$ cat src/rtl/gbn_pkg.sv
// ----------------------------------------------------------------------------
// gbn_pkg
// Shared types, constants and the ones'-complement adder for the go-back-N
// receiver.
// ----------------------------------------------------------------------------
package gbn_pkg;

  localparam int GBN_MAX_DATAGRAM_WORDS = 8192;
  localparam logic [15:0] GBN_ACK_DELAY_RESET = 16'd100;
  localparam logic [15:0] GBN_SUM_GOOD = 16'hffff;
  localparam logic [16:0] GBN_TICK_MAX = 17'h1ffff;
  localparam logic [15:0] GBN_SEQ_START = 16'd1;
  localparam logic [7:0] GBN_FLAG_SYN = 8'h10;
  localparam logic [7:0] GBN_FLAG_FEND = 8'h02;

  typedef enum logic {
    OP_WORD = 1'b0,
    OP_TICK = 1'b1
  } opcode_t;

  typedef enum logic [1:0] {
    KIND_SYN     = 2'd0,
    KIND_DELAYED = 2'd1,
    KIND_FEND    = 2'd2
  } ack_kind_t;

  typedef struct packed {
    opcode_t     op;
    logic [15:0] data_word;
    logic        last_word;
  } item_t;

  typedef struct packed {
    logic        valid;
    logic [15:0] seq;
    ack_kind_t   kind;
  } ack_res_t;

  // end-around-carry add
  function automatic logic [15:0] oc_add(input logic [15:0] s, input logic [15:0] w);
    logic [16:0] t;
    t = {1'b0, s} + {1'b0, w};
    return t[15:0] + {15'd0, t[16]};
  endfunction

endpackage

$ cat src/rtl/gbn_receiver_delayed_ack.sv
// ----------------------------------------------------------------------------
// gbn_receiver_delayed_ack
// Go-back-N receiver: checks datagram sums, tracks the expected sequence and
// issues SYN replies, delayed cumulative ACKs and file-end ACKs.
// ----------------------------------------------------------------------------
//  channel  dir  tdata           tuser        tlast
//  s_*      in   data_word[15:0] opcode[0]    last_word
//  m_*      out  ack_seq[15:0]   ack_kind[1:0] -
//  cfg_*    in   ack_delay_ticks -            -
//
// One word accepted per cycle unless the output stalls; a result passes through
// the input register, then the result register.
// The input stage holds only when it has a result and the result register is
// still full, so s_tready falls only under output back-pressure.
// Synchronous reset returns all sequence, timer and datagram state to its start values.
module gbn_receiver_delayed_ack import gbn_pkg::*; #(
  parameter int MAX_DATAGRAM_WORDS = GBN_MAX_DATAGRAM_WORDS
) (
  input  logic        clk,
  input  logic        rst,
  input  logic        s_tvalid,
  output logic        s_tready,
  input  logic [15:0] s_tdata,   // data_word[15:0]
  input  logic [0:0]  s_tuser,   // opcode[0]
  input  logic        s_tlast,
  output logic        m_tvalid,
  input  logic        m_tready,
  output logic [15:0] m_tdata,   // ack_seq[15:0]
  output logic [1:0]  m_tuser,   // ack_kind[1:0]
  input  logic        cfg_wr_en,
  input  logic [15:0] cfg_wr_data
);

  logic [15:0] ack_delay;
  logic        st_valid;
  item_t       st_item;
  logic        out_valid;
  logic        st_adv;
  ack_res_t    res;

  assign st_adv   = st_valid && (!res.valid || !out_valid || m_tready);
  assign s_tready = !st_valid || st_adv;
  assign m_tvalid = out_valid;

  always_ff @(posedge clk) begin
    if (rst) begin
      ack_delay <= GBN_ACK_DELAY_RESET;
    end else if (cfg_wr_en) begin
      ack_delay <= cfg_wr_data;
    end
  end

  always_ff @(posedge clk) begin
    if (rst) begin
      st_valid <= 1'b0;
    end else if (s_tready) begin
      st_valid <= s_tvalid;
    end
  end

  always_ff @(posedge clk) begin
    if (s_tvalid && s_tready) begin
      st_item.op        <= opcode_t'(s_tuser[0]);
      st_item.data_word <= s_tdata;
      st_item.last_word <= s_tlast;
    end
  end

  gbn_rx_core #(
    .MAX_DATAGRAM_WORDS(MAX_DATAGRAM_WORDS)
  ) u_core (
    .clk      (clk),
    .rst      (rst),
    .fire     (st_adv),
    .item     (st_item),
    .ack_delay(ack_delay),
    .res      (res)
  );

  always_ff @(posedge clk) begin
    if (rst) begin
      out_valid <= 1'b0;
    end else if (st_adv && res.valid) begin
      out_valid <= 1'b1;
    end else if (m_tready) begin
      out_valid <= 1'b0;
    end
  end

  always_ff @(posedge clk) begin
    if (st_adv && res.valid) begin
      m_tdata <= res.seq;
      m_tuser <= res.kind;
    end
  end

endmodule

$ cat src/rtl/gbn_rx_core.sv
// ----------------------------------------------------------------------------
// gbn_rx_core
// Per-word datagram checking, sequence tracking and delayed-ACK timer.
// ----------------------------------------------------------------------------
module gbn_rx_core import gbn_pkg::*; #(
  parameter int MAX_DATAGRAM_WORDS = GBN_MAX_DATAGRAM_WORDS
) (
  input  logic        clk,
  input  logic        rst,
  input  logic        fire,
  input  item_t       item,
  input  logic [15:0] ack_delay,
  output ack_res_t    res
);

  localparam int CNT_W = $clog2(MAX_DATAGRAM_WORDS + 1);
  localparam logic [CNT_W-1:0] CNT_MAX = CNT_W'(MAX_DATAGRAM_WORDS);

  logic [15:0]      expected_seq, expected_seq_next;
  logic             ack_pending, ack_pending_next;
  logic [16:0]      elapsed_ticks, elapsed_ticks_next;
  logic [CNT_W-1:0] word_count, word_count_next;
  logic [15:0]      running_sum, running_sum_next;
  logic [14:0]      half_len, half_len_next;
  logic [15:0]      seq_field, seq_field_next;
  logic [7:0]       flag_byte, flag_byte_next;
  logic [15:0]      head0, head0_next;
  logic [15:0]      head1, head1_next;

  logic [14:0] w_half;
  logic [15:0] w2_sum;

  always_comb begin
    expected_seq_next  = expected_seq;
    ack_pending_next   = ack_pending;
    elapsed_ticks_next = elapsed_ticks;
    word_count_next    = word_count;
    running_sum_next   = running_sum;
    half_len_next      = half_len;
    seq_field_next     = seq_field;
    flag_byte_next     = flag_byte;
    head0_next         = head0;
    head1_next         = head1;
    res.valid          = 1'b0;
    res.seq            = 16'd0;
    res.kind           = KIND_SYN;

    w_half = item.data_word[15:1];
    w2_sum = 16'd0;
    if (w_half > 15'd0) w2_sum = oc_add(w2_sum, head0);
    if (w_half > 15'd1) w2_sum = oc_add(w2_sum, head1);
    if (w_half > 15'd2) w2_sum = oc_add(w2_sum, item.data_word);

    if (item.op == OP_TICK) begin
      if (elapsed_ticks < GBN_TICK_MAX) elapsed_ticks_next = elapsed_ticks + 17'd1;
      if (ack_pending && (elapsed_ticks_next > {1'b0, ack_delay})) begin
        ack_pending_next = 1'b0;
        res.valid        = 1'b1;
        res.seq          = expected_seq - 16'd1;
        res.kind         = KIND_DELAYED;
      end
    end else begin
      // words beyond the limit are neither counted nor summed
      if (word_count < CNT_MAX) begin
        case (word_count)
          CNT_W'(0): head0_next = item.data_word;
          CNT_W'(1): head1_next = item.data_word;
          CNT_W'(2): begin
            half_len_next    = w_half;
            running_sum_next = w2_sum;
          end
          default: begin
            if (word_count == CNT_W'(4)) seq_field_next = item.data_word;
            if (word_count == CNT_W'(7)) flag_byte_next = item.data_word[7:0];
            if ({{(17-CNT_W){1'b0}}, word_count} < {2'b00, half_len})
              running_sum_next = oc_add(running_sum, item.data_word);
          end
        endcase
        word_count_next = word_count + CNT_W'(1);
      end

      if (item.last_word) begin
        if ((running_sum_next == GBN_SUM_GOOD) && (word_count_next > CNT_W'(2))) begin
          if ((flag_byte_next & GBN_FLAG_SYN) != 8'd0) begin
            res.valid = 1'b1;
            res.seq   = 16'd0;
            res.kind  = KIND_SYN;
          end else if (seq_field_next == expected_seq) begin
            expected_seq_next  = expected_seq + 16'd1;
            elapsed_ticks_next = 17'd0;
            ack_pending_next   = 1'b1;
            if ((flag_byte_next & GBN_FLAG_FEND) != 8'd0) begin
              res.valid         = 1'b1;
              res.seq           = seq_field_next;
              res.kind          = KIND_FEND;
              expected_seq_next = GBN_SEQ_START;
              ack_pending_next  = 1'b0;
            end
          end
        end
        word_count_next  = '0;
        running_sum_next = 16'd0;
        half_len_next    = 15'd0;
        seq_field_next   = 16'd0;
        flag_byte_next   = 8'd0;
        head0_next       = 16'd0;
        head1_next       = 16'd0;
      end
    end
  end

  always_ff @(posedge clk) begin
    if (rst) begin
      expected_seq  <= GBN_SEQ_START;
      ack_pending   <= 1'b0;
      elapsed_ticks <= 17'd0;
      word_count    <= '0;
      running_sum   <= 16'd0;
      half_len      <= 15'd0;
      seq_field     <= 16'd0;
      flag_byte     <= 8'd0;
      head0         <= 16'd0;
      head1         <= 16'd0;
    end else if (fire) begin
      expected_seq  <= expected_seq_next;
      ack_pending   <= ack_pending_next;
      elapsed_ticks <= elapsed_ticks_next;
      word_count    <= word_count_next;
      running_sum   <= running_sum_next;
      half_len      <= half_len_next;
      seq_field     <= seq_field_next;
      flag_byte     <= flag_byte_next;
      head0         <= head0_next;
      head1         <= head1_next;
    end
  end

endmodule

$ cat config.mk
export PLATFORM = sky130hd
export DESIGN_NAME = gbn_receiver_delayed_ack
export DESIGN_NICKNAME = d
export VERILOG_FILES = /design/src/rtl/gbn_pkg.sv /design/src/rtl/gbn_receiver_delayed_ack.sv /design/src/rtl/gbn_rx_core.sv
export SDC_FILE = /design/constraint.sdc
export NUM_CORES = 1
export LEC_CHECK = 0
export BUFFER_PORTS_ARGS = -buffer_cell sky130_fd_sc_hd__buf_2
export CORE_MARGIN = 2
export CORE_UTILIZATION = 50
export DETAILED_ROUTE_END_ITERATION = 12
export PLACE_DENSITY = 0.76
export SLEW_MARGIN = 20
export SYNTH_ARGS = -nofsm -noshare
export SYNTH_HDL_FRONTEND = slang
export SYNTH_SLANG_ARGS = --single-unit
$ cat constraint.sdc
create_clock -name clk -period 20.3 [get_ports clk]
set_input_delay 2.03 -clock clk [delete_from_list [all_inputs] [get_ports clk]]
set_output_delay 2.03 -clock clk [all_outputs]
set_load 0.03 [all_outputs]
==> results of run 1 <==
-- cells in the mapped netlist (all sizes together), types with 38 or more instances --
cell	instances	area [sq um]
clkbuf	83	312
a21oi	119	611
ha	87	1090
nor2	133	499
nand3	70	350
nor3	38	200
xnor2	86	753
or3	44	280
o21ai	100	500
dfxtp	147	2940
nand2	171	642
o32ai	48	420
inv	73	274
-- metal layers --
layer  part of all wire  global-route usage
met5                  0                   0
met4              0.055               0.167
met3              0.068              0.0355
met2               0.46               0.504
met1               0.42               0.421
-- final cells by class --
cell class | instances | area share
clock buffer | 18 | 0.0278
clock inverter | 14 | 0.0117
inverter | 74 | 0.0180
multi-input combinational | 1425 | 0.624
sequential | 183 | 0.261
tap | 384 | 0.0311
timing repair buffer | 75 | 0.0271
-- cell families (layout without fill, tap and decap cells) --
group                    count (synthesis)  in the layout  synth area share
AO/OA/AOI/OAI                          519            519             0.252
XOR/XNOR                               114            114            0.0704
adder cells (fa/ha/maj)                 91             91            0.0806
buffers and inverters                  182            181            0.0513
flip-flops                             183            183             0.280
multiplexers                            39             39            0.0277
AND/OR/NAND/NOR                        662            662             0.238
-- metrics by stage --
step                cells  setup WS (ns)   util  instance area, sq um
finish               2173           6.87  0.542                 15400
global route         2173           6.09  0.542                 15400
CTS                  2173           7.09  0.542                 15400
detailed placement   2141           7.59  0.521                 14800
global placement     2141           7.99  0.521                 14800
floorplan            1790           9.43      -                 14400
-- power breakdown --
part | switching (mW) | total [mW] | internal (mW)
clock network | 0.166 | 0.344 | 0.178
logic | 0.0744 | 0.112 | 0.0372
registers | 0.0123 | 0.388 | 0.376
-- worst paths after layout --
kind,endpoint,slack (ns),cells after the start
worst max-delay path,s_tready,6.87,42
worst min-delay path,u_core.flag_byte[1]$_SDFFE_PP0P_,0.47,2
worst max register to register,u_core.head1[5]$_SDFFE_PP0P_,7.81,43
worst min register to register,u_core.flag_byte[1]$_SDFFE_PP0P_,0.47,2
-- state kept, by name (all words and copies together), names as in the netlist --
signal and flops:
u_core.half_len 15, u_core.flag_byte 2, m_tuser 2, u_core.seq_field 16
st_valid 1, u_core.elapsed_ticks 17, u_core.word_count 14, u_core.ack_pending 1
u_core.expected_seq 16, u_core.head1 16, ack_delay 16, u_core.head0 16
m_tdata 16, u_core.running_sum 16, st_item 18, m_tvalid 1
-- worst min-delay path: stages, from the launching register on --
cell and delay [ns]:
dfxtp_1 0.32, nand2_1 0.05, a21oi_1 0.05
==> out/qor.csv, run 1 <==
stage,metric,value,unit
logic_synthesis,syn_area,0.0144,sq mm
final_layout,regArea,0.00402,sq mm
die,chipWidth,174,um
route,dr.pass1.iters,6,
logic_synthesis,ys_ff_latch,183,
worst_setup_path,r2r_start,st_item[13]$_DFFE_PP_,
power,p_per_area,54.7,mW/mm^2
worst_setup_path,start_kind,flop,
route,drt-vias-per-instance,6.56,
sta,final-setup-viol-count,0,
clock_network,numCtsBuffers,17,
logic_synthesis,ys_types,90,
worst_setup_path,critPathMaxStageDelay,0.71,ns
logic_synthesis,yosys_warnings,0,
die,initial_core_util,0.505,
logic_synthesis,ys.flop_type,dfxtp_1,
global_route,grt_pass1_wl,75.3,mm
clock_network,h-tree-depth,4,
worst_setup_path,end_kind,primary output,
clock_network,postCtsSetupRepairBufs,0,
flow_run,drv_cap,0,
final_layout,syn_to_final_growth,7.47,%
worst_setup_path,arrival,11.40,ns
clock_network,insertion_delay,0.45,ns
final_layout,nFillCells,2647,
worst_setup_path,critical_path_buf_inv_count,1,
sta,finalClockSkew,0.0205,ns
die,dieArea,0.0301,sq mm
logic_synthesis,synth-edff-count,36,
power,leakage,5.61,nW
worst_setup_path,cpLargestDelayFamily,compound AO/OA/AOI/OAI gates,
min_path,hold_path.class,reg2reg,
logic_synthesis,async_flop_share,0,
clock_network,cts.clk_slew.worst_paths,0.09,ns
sta,slew_headroom,0.216,
sta,fmax,0.0745,GHz
sta,whs,0.466,ns
worst_setup_path,crit_slowest_cell,nand4_1,
clock_network,ctsHoldBuffers,0,
clock_network,post_cts_resized,0,
route,vias,14300,
placed_design,io_buffers,58,
worst_setup_path,crit_start,st_item[13]$_DFFE_PP_,
die,die_y,174,um
final_layout,nets,1905,
clock_network,cts_buffer_depth,2,
route,drt_iter0_markers,1709,
sta,finalHoldViolations,0,
final_layout,diodes,0,
worst_setup_path,criticalPathCategory,reg2out,
min_path,hp-start,u_core.flag_byte[1]$_SDFFE_PP0P_,
die,rows,62,
global_route,gr-usage-all-layers,0.316,
die,ios,59,
sta,finalCriticalPeriod,13.43,ns
die,core-area,0.0285,sq mm
sta,worst_pin_slew,1.18,ns
clock_network,cts_root_buffer,clkbuf_16,
route,ant_nets,0,
run_status,status,completed,
final_layout,multi_input_area,0.00963,sq mm
clock_network,cts_sinks,183,
clock_network,tritoncts,yes,
sta,tns,0,ns
sta,fin_crit_sh,0.662,
route,wire_per_inst,22.3,um
final_layout,final_common_cell,nand2_1,
power,total_power,844,uW
global_route,grt_pass1_vias,13200,
placed_design,dpl.hpwl,36.5,mm
power,peakVddDrop,0.0535,mV
sta,finalMaxSlewViolations,0,
final_layout,layout_common_cells,"171 x nand2_1, 147 x dfxtp_1, 132 x nor2_1",
sta,rsz0062_at_grt,false,
global_route,grt_max_degree,88,
final_layout,drive_gt1_frac,0.0894,
route,routed_wl,48.5,mm
route,drc,0,
logic_synthesis,syn_nets,1919,
global_route,antenna_found_initial,0,
logic_synthesis,avgSynthCellArea,8.03,sq um
placed_design,place_congestion,1.06,
logic_synthesis,synth_seq_area_share,0.280,
logic_synthesis,synthCells,1790,
worst_setup_path,cp_max_fo,21,
worst_setup_path,cp.required,18.27,ns
global_route,gr-total-overflow,0,
No activity file was read; power rests on OpenSTA's default activity.
==> run 2, diff against run 1 <==
--- a/config.mk
+++ b/config.mk
@@ -5,6 +5,7 @@
 export SDC_FILE = /design/constraint.sdc
 export NUM_CORES = 1
 export LEC_CHECK = 0
+export ABC_AREA = 1
 export BUFFER_PORTS_ARGS = -buffer_cell sky130_fd_sc_hd__buf_2
 export CORE_MARGIN = 2
 export CORE_UTILIZATION = 50
==> constraint.sdc (replaced) <==
create_clock -name clk -period 13.1 [get_ports clk]
set_input_delay 1.31 -clock clk [delete_from_list [all_inputs] [get_ports clk]]
set_output_delay 1.31 -clock clk [all_outputs]
set_load 0.03 [all_outputs]
==> run 2 against run 1 <==
Against the previous run: register-to-register slack lost 4.8 ns; first-iteration DRC count shrank 11%; critical path depth grew 14; global-route usage shrank 2.7 points; final cell count grew 26%; synthesized cell count grew 30%; clock-buffer cell count shrank 1; core utilization grew 0.23 points; sequential cell count is the same; sequential share of layout area shrank 0.18 points; die area grew 0.55%; critical endpoint unchanged.
==> out/qor.csv, run 2 <==
stage,metric,value,unit,change
run_status,status,completed,,
placed_design,dp.cells,2709,,+27%
route,drt-vias-per-instance,5.42,,-17%
final_layout,top_register,st_item,,
logic_synthesis,async_flop_share,0,,unchanged
clock_network,postCtsSetupRepairBufs,0,,unchanged
worst_setup_path,criticalPathCategory,reg2out,,
route,ant_nets,0,,unchanged
clock_network,ctsHoldBuffers,0,,unchanged
worst_setup_path,reg2reg_slack,3.03,ns,-4.78 ns
logic_synthesis,synth-xor-area-share,0.0461,,-0.0244
worst_setup_path,reg2regPathDepth,61,,+42%
logic_synthesis,avgSynthCellArea,6.19,sq um,-23%
sta,tns,0,ns,unchanged
global_route,grt_pass1_wl,69.7,mm,-7.4%
logic_synthesis,ys_types,51,,-43%
logic_synthesis,synth.most_common_cell,nand2_1,,
global_route,grt_pass1_vias,13400,,+1.3%
sta,worst_pin_slew,1.04,ns,-0.134 ns
worst_setup_path,path_depth,56,,+33%
min_path,hold_path.class,reg2reg,,
final_layout,postLayoutCellArea,0.0156,sq mm,+0.70%
die,ios,59,,unchanged
worst_setup_path,r2r-end,u_core.word_count[6]$_SDFFE_PP0P_,,
logic_synthesis,synth_commonest_cells,"653 x nand2_1, 331 x nor2_1, 298 x inv_1",,
logic_synthesis,synth_seq_area_share,0.278,,-0.00158
logic_synthesis,ys_ff_latch,183,,unchanged
global_route,gr-usage-all-layers,0.289,,-0.0268
placed_design,dpl.hpwl,34.1,mm,-6.5%
die,core-area,0.0285,sq mm,+0.27%
min_path,hold_path_depth,2,,unchanged
power,p_per_area,104,mW/mm^2,+90%
die,dieArea,0.0303,sq mm,+0.55%
final_layout,stdcell_count,2742,,+26%
worst_setup_path,crit_top_cell,nand2_1,,
route,wire_per_inst,16.1,um,-28%
logic_synthesis,synth_compound_area_frac,0.125,,-0.126
worst_setup_path,cp.required,11.79,ns,-6.48 ns
sta,finalHoldViolations,0,,unchanged
sta,finalMaxSlewViolations,0,,unchanged
worst_setup_path,cp_max_fo,15,,-29%
die,rows,62,,unchanged
min_path,hp-start,ack_delay[12]$_SDFFE_PP0P_,,
worst_setup_path,crit_start,st_item[11]$_DFFE_PP_,,
final_layout,top_regs,"st_item: 18 flops, u_core.elapsed_ticks: 17 flops",,
die,die_y,174,um,+0.27%
logic_synthesis,yosys_warnings,0,,unchanged
final_layout,final_common_cell,nand2_1,,
worst_setup_path,critPathMaxStageDelay,0.51,ns,-0.20 ns
logic_synthesis,synthAdderAreaFrac,0.0795,,-0.00115
worst_setup_path,start_kind,flop,,
logic_synthesis,yosys.area.top_type_share,0.204,,-0.00115
clock_network,tritoncts,yes,,
final_layout,largest_reg_flops,18,,unchanged
route,drt_iter0_markers,1527,,-11%
clock_network,cts_root_buffer,clkbuf_16,,
route,drc,0,,unchanged
sta,slew_headroom,0.304,,+0.0873
clock_network,insertion_delay,0.44,ns,about the same
final_layout,nets,2474,,+30%
final_layout,nFillCells,2910,,+9.9%
clock_network,numCtsBuffers,17,,unchanged
logic_synthesis,ys.flop_type,dfxtp_1,,
global_route,grt_max_degree,80,,-9.1%
global_route,antenna_found_initial,0,,unchanged
logic_synthesis,synthSimpleGateAreaFrac,0.365,,+0.126
logic_synthesis,synth_area_leader_cell,dfxtp_1,,
sta,finalClockSkew,0.0117,ns,-0.00885 ns
logic_synthesis,synth-edff-count,36,,unchanged
global_route,gr-total-overflow,0,,unchanged
placed_design,io_buffers,58,,unchanged
worst_setup_path,crit_slowest_cell,edfxtp_1,,
sta,finalCriticalPeriod,10.50,ns,
clock_network,h-tree-depth,4,,unchanged
sta,rsz0062_at_grt,false,,
placed_design,placed_area,0.0150,sq mm,+0.83%
final_layout,syn_to_final_growth,7.62,%,
worst_setup_path,critical_path_buf_inv_count,4,,+3
clock_network,post_cts_resized,0,,unchanged
route,routed_wl,44.1,mm,-9.0%
logic_synthesis,synthCells,2333,,+30%
sta,final-setup-viol-count,0,,unchanged
placed_design,place_congestion,1.01,,-4.3%
route,dr.pass1.iters,5,,-1
final_layout,diodes,0,,unchanged
worst_setup_path,cpLargestDelayFamily,simple AND/OR/NAND/NOR gates,,
die,chipWidth,174,um,+0.27%
route,vias,14900,,+4.1%
clock_network,cts_sinks,183,,unchanged
logic_synthesis,syn_nets,2462,,+28%
power,leakage,7.81,nW,+39%
flow_run,drv_cap,0,,unchanged
clock_network,cts_buffer_depth,2,,unchanged
clock_network,cts.clk_slew.worst_paths,0.07,ns,-0.02 ns
logic_synthesis,ys_top_cells_by_area,"dfxtp_1 20%, nand2_1 17%, nor2_1 8.6%",,
final_layout,layout_common_cells,"653 x nand2_1, 331 x nor2_1, 297 x inv_1",,
sta,fmax,0.0953,GHz,
die,initial_core_util,0.506,,+0.00148
logic_synthesis,synth_top_family_by_area,simple AND/OR/NAND/NOR gates,,
logic_synthesis,syn_area,0.0145,sq mm,+0.57%
worst_setup_path,end_kind,primary output,,
logic_synthesis,synth_mux_area_frac,0,,-0.0277
worst_setup_path,r2r_start,st_item[11]$_DFFE_PP_,,
min_path,min_to,ack_delay[12]$_SDFFE_PP0P_,,
sta,fin_crit_sh,0.801,,
final_layout,drive_gt1_frac,0.0645,,-0.0250
worst_setup_path,arrival,9.19,ns,-2.21 ns
power,peakVddDrop,0.0856,mV,+60%
run 2: cell types whose count changed in the layout (fill, tap and decap cells not counted), moves of 38 or more:
cell / change
nand2_1: +482
or3_1: -42
o32ai_1: -48
inv_1: +225
nor2_1: +199
nand3_1: +53
xor2_1: +38
xnor2_1: -75
run 2: worst max path at each step:
stage	slack [ns]	end
detailed placement	3.29	s_tready
finish	2.60	s_tready
global placement	3.64	s_tready
global route	1.79	s_tready
CTS	2.79	s_tready
floorplan	4.63	s_tready
run 2: power breakdown:
| part | switching (mW) | internal, mW | leakage, nW |
|---|---|---|---|
| clock | 0.242 | 0.286 | 0.278 |
| combinational | 0.322 | 0.146 | 5.95 |
| sequential | 0.0233 | 0.597 | 1.57 |
run 2: logic make-up (layout without fill, tap and decap cells):
kind of cell / Yosys count / after routing
compound gates: 339 / 339
xor+xnor: 76 / 76
fa+ha+maj: 90 / 90
buf+inv: 392 / 417
flops: 183 / 183
simple gates: 1253 / 1253
run 2: cell type report:
cell class | count | area (sq um) | share of cell area
repair buffers | 69 | 377 | 0.0242
well taps | 384 | 480 | 0.0309
multi-input cells | 1758 | 8900 | 0.572
flip-flops and latches | 183 | 4020 | 0.259
clock buffers | 17 | 425 | 0.0274
clock inverters | 15 | 164 | 0.0105
inverters | 316 | 1190 | 0.0763
run 2: worst reg2reg max path: cells and delay by family (launching register included):
family          cells  cell delay, ns
buf+inv             4            1.18
xor+xnor            1            0.23
fa+ha+maj           5            1.43
flops               1            0.51
compound gates      4            0.49
simple gates       47            6.07
run 2: per-stage QoR:
stage / setup slack (ns) / hold WS [ns] / utilization / power (mW)
floorplan: 4.63 / 0.435 / - / 0.955
global placement: 3.64 / 0.454 / 0.524 / 1.08
detailed placement: 3.29 / 0.464 / 0.524 / 1.09
CTS: 2.79 / 0.476 / 0.544 / 1.61
global route: 1.79 / 0.489 / 0.545 / 1.70
finish: 2.60 / 0.472 / 0.545 / 1.62
run 2: routing by layer:
metal,vias up,routed length (um),GRT usage
met5,-,0,0
met4,0,1930,0.136
met3,91,2960,0.0424
met2,558,19900,0.468
met1,6714,19300,0.379
li1,7489,-,-
==> run 3, diff against run 2 <==
--- a/config.mk
+++ b/config.mk
@@ -10,7 +10,7 @@
 export CORE_MARGIN = 2
 export CORE_UTILIZATION = 50
 export DETAILED_ROUTE_END_ITERATION = 12
-export PLACE_DENSITY = 0.76
+export PLACE_DENSITY = 0.78
 export SLEW_MARGIN = 20
 export SYNTH_ARGS = -nofsm -noshare
 export SYNTH_HDL_FRONTEND = slang
==> constraint.sdc (replaced) <==
create_clock -name clk -period 8.8 [get_ports clk]
set_input_delay 0.88 -clock clk [delete_from_list [all_inputs] [get_ports clk]]
set_output_delay 0.88 -clock clk [all_outputs]
set_load 0.03 [all_outputs]
==> run 3 against run 2 <==
Against the previous run: highest routed layer is now met5; worst setup slack lost 2.3 ns; clock power grew 43%; core utilization grew 2.9 points; die area is the same; global-route usage shrank 0.54 points; non-clock buffer count grew 50; combinational power grew 59%; design area grew 5.3%; hold slack is essentially flat; clock skew grew 0.0040 ns; register-to-register slack lost 2.3 ns.
==> out/qor.csv, run 3 (same netlist as run 2, synthesis figures left out) <==
stage,metric,value,unit,change
run_status,status,completed,,
clock_network,ctsHoldBuffers,0,,unchanged
worst_setup_path,arrival,7.62,ns,-1.57 ns
route,vias,15100,,+1.9%
die,chipWidth,174,um,unchanged
flow_run,drv_cap,0,,unchanged
route,drt_iter0_markers,1320,,-14%
sta,finalClockSkew,0.0157,ns,+0.00397 ns
final_layout,final_common_cell,nand2_1,,
worst_setup_path,critPathMaxStageDelay,0.39,ns,-0.12 ns
route,drc,0,,unchanged
power,p_clk_frac,0.312,,-0.015
final_layout,top_register,st_item,,
clock_network,insertion_delay,0.45,ns,about the same
die,rows,62,,unchanged
clock_network,cts_sinks,183,,unchanged
final_layout,nFillCells,2812,,-3.4%
placed_design,io_buffers,58,,unchanged
route,drt-vias-per-instance,5.42,,+0.10%
sta,final-setup-viol-count,0,,unchanged
sta,fin_crit_sh,0.966,,
die,ios,59,,unchanged
route,wire_per_inst,15.4,um,-4.2%
final_layout,top_regs,"st_item: 18 flops, u_core.elapsed_ticks: 17 flops",,
worst_setup_path,cp_max_fo,8,,-7
sta,whs,0.472,ns,-0.000294 ns
final_layout,largest_reg_flops,18,,unchanged
placed_design,pre_cts_ws,-0.0729,ns,-3.36 ns
placed_design,dpl.hpwl,32.4,mm,-5.2%
placed_design,placed_area,0.0152,sq mm,+1.5%
clock_network,cts.clk_slew.worst_paths,0.07,ns,about the same
final_layout,diodes,0,,unchanged
clock_network,cts_root_buffer,clkbuf_16,,
power,switchingPower,860,uW,+46%
global_route,gr-total-overflow,0,,unchanged
placed_design,place_congestion,1.00,,-0.74%
min_path,hold_path.class,reg2reg,,
power,peakVddDrop,0.139,mV,+62%
power,seqPwrFrac,0.379,,-0.005
sta,finalCriticalPeriod,8.50,ns,
worst_setup_path,cp.required,7.92,ns,-3.87 ns
power,p_comb_frac,0.309,,+0.019
global_route,grt_pass1_wl,70.0,mm,+0.45%
sta,rsz0062_at_grt,true,,
route,ant_nets,0,,unchanged
final_layout,nets,2524,,+2.0%
global_route,grt_pass1_vias,14100,,+5.8%
power,p_per_area,147,mW/mm^2,+42%
sta,fmax,0.118,GHz,
global_route,antenna_found_initial,1,,+1
sta,slew_headroom,0.235,,-0.0685
clock_network,tritoncts,yes,,
final_layout,layout_common_cells,"629 x nand2_1, 313 x nor2_1, 295 x inv_1",,
sta,finalHoldViolations,0,,unchanged
final_layout,postLayoutCellArea,0.0164,sq mm,+5.3%
power,p_int,1.55,mW,+51%
worst_setup_path,start_kind,flop,,
route,routed_wl,43.0,mm,-2.4%
sta,worst_pin_slew,1.15,ns,+0.104 ns
global_route,grt_max_degree,73,,-8.8%
sta,tns,0,ns,unchanged
power,leakage,8.13,nW,+4.1%
die,core-area,0.0285,sq mm,unchanged
global_route,gr-usage-all-layers,0.283,,-0.00541
clock_network,h-tree-depth,4,,unchanged
clock_network,cts_buffer_depth,2,,unchanged
die,die_y,174,um,unchanged
die,dieArea,0.0303,sq mm,unchanged
sta,finalMaxSlewViolations,0,,unchanged
worst_setup_path,criticalPathCategory,reg2out,,
final_layout,syn_to_final_growth,13.3,%,
route,dr.pass1.iters,6,,+1
worst_setup_path,crit_top_cell,nand2_2,,
worst_setup_path,end_kind,primary output,,
die,initial_core_util,0.506,,unchanged
clock_network,numCtsBuffers,17,,unchanged
worst_setup_path,crit_slowest_cell,edfxtp_1,,
final_layout,drive_gt1_frac,0.114,,+0.0497
sta,final.setup.worst_slack,0.298,ns,-2.31 ns
power,swShare,0.356,,-0.00750
-- run 3: cell types whose count changed in the layout (fill, tap and decap cells not counted), moves of 9 or more --
| cell | change |
|---|---|
| buf_4 | +46 |
| nand2_1 | -24 |
| nand2_2 | +19 |
| nor2_1 | -18 |
| ha_1 | -12 |
| nor2_2 | +9 |
| nor2_4 | +9 |
-- run 3: layout make-up --
type	count	area, sq um	share of cell area
Clock buffer	22	475	0.0290
Clock inverter	10	93.8	0.00573
Inverter	316	1190	0.0726
Multi-Input combinational cell	1758	9330	0.570
Sequential cell	183	4020	0.246
Tap cell	384	480	0.0294
Timing Repair Buffer	119	782	0.0478
-- run 3: per-layer routing --
metal  part of all wire  global-route usage  up-vias
li1                   -                   -     7606
met1               0.43               0.362     6908
met2               0.46               0.474      507
met3              0.069              0.0435      115
met4              0.043               0.125        2
met5            0.00021                   0        -
-- run 3: per-stage QoR --
stage / power, mW / instances / util
finish: 2.41 / 2792 / 0.573
detailed placement: 1.61 / 2738 / 0.532
CTS: 2.36 / 2773 / 0.554
global route: 2.55 / 2792 / 0.573
global placement: 1.59 / 2738 / 0.532
floorplan: 1.42 / 2333 / -
-- run 3: path summary, 6_finish.rpt --
path	from	endpoint	slack, ns	depth (start not counted)
setup reg to reg	st_item[14]$_DFFE_PP_	u_core.head0[9]$_SDFFE_PP0P_	0.70	59
setup / recovery	st_item[14]$_DFFE_PP_	s_tready	0.30	58
hold / removal	ack_delay[11]$_SDFFE_PP0P_	ack_delay[11]$_SDFFE_PP0P_	0.47	2
hold reg to reg	ack_delay[11]$_SDFFE_PP0P_	ack_delay[11]$_SDFFE_PP0P_	0.47	2
-- run 3: worst max-delay path, delay by kind of cell, from the launching register on --
family,cells,cell delay [ns]
simple gates,39,4.03
compound gates,8,1.08
fa+ha+maj,4,0.97
buf+inv,7,0.68
flops,1,0.39
-- run 3: what timing repair did --
| item | 4_1_cts | 5_1_grt |
|---|---|---|
| hold endpoints to repair | 0 | 0 |
| pin swaps | 5 | 60 |
| setup endpoints to repair | 3 | 184 |
| resized for setup | 13 | 96 |
| buffers inserted | 3 | 19 |
-- run 3: power by group through the flow --
stage                     clock network (mW)  registers [mW]  logic, mW
final                                  0.753           0.915      0.746
after global routing                   0.793           0.918      0.837
after CTS                              0.762           0.913      0.685
after detailed placement                   0           0.932      0.677
after global placement                     0           0.930      0.665
after floorplan                            0           0.928      0.494
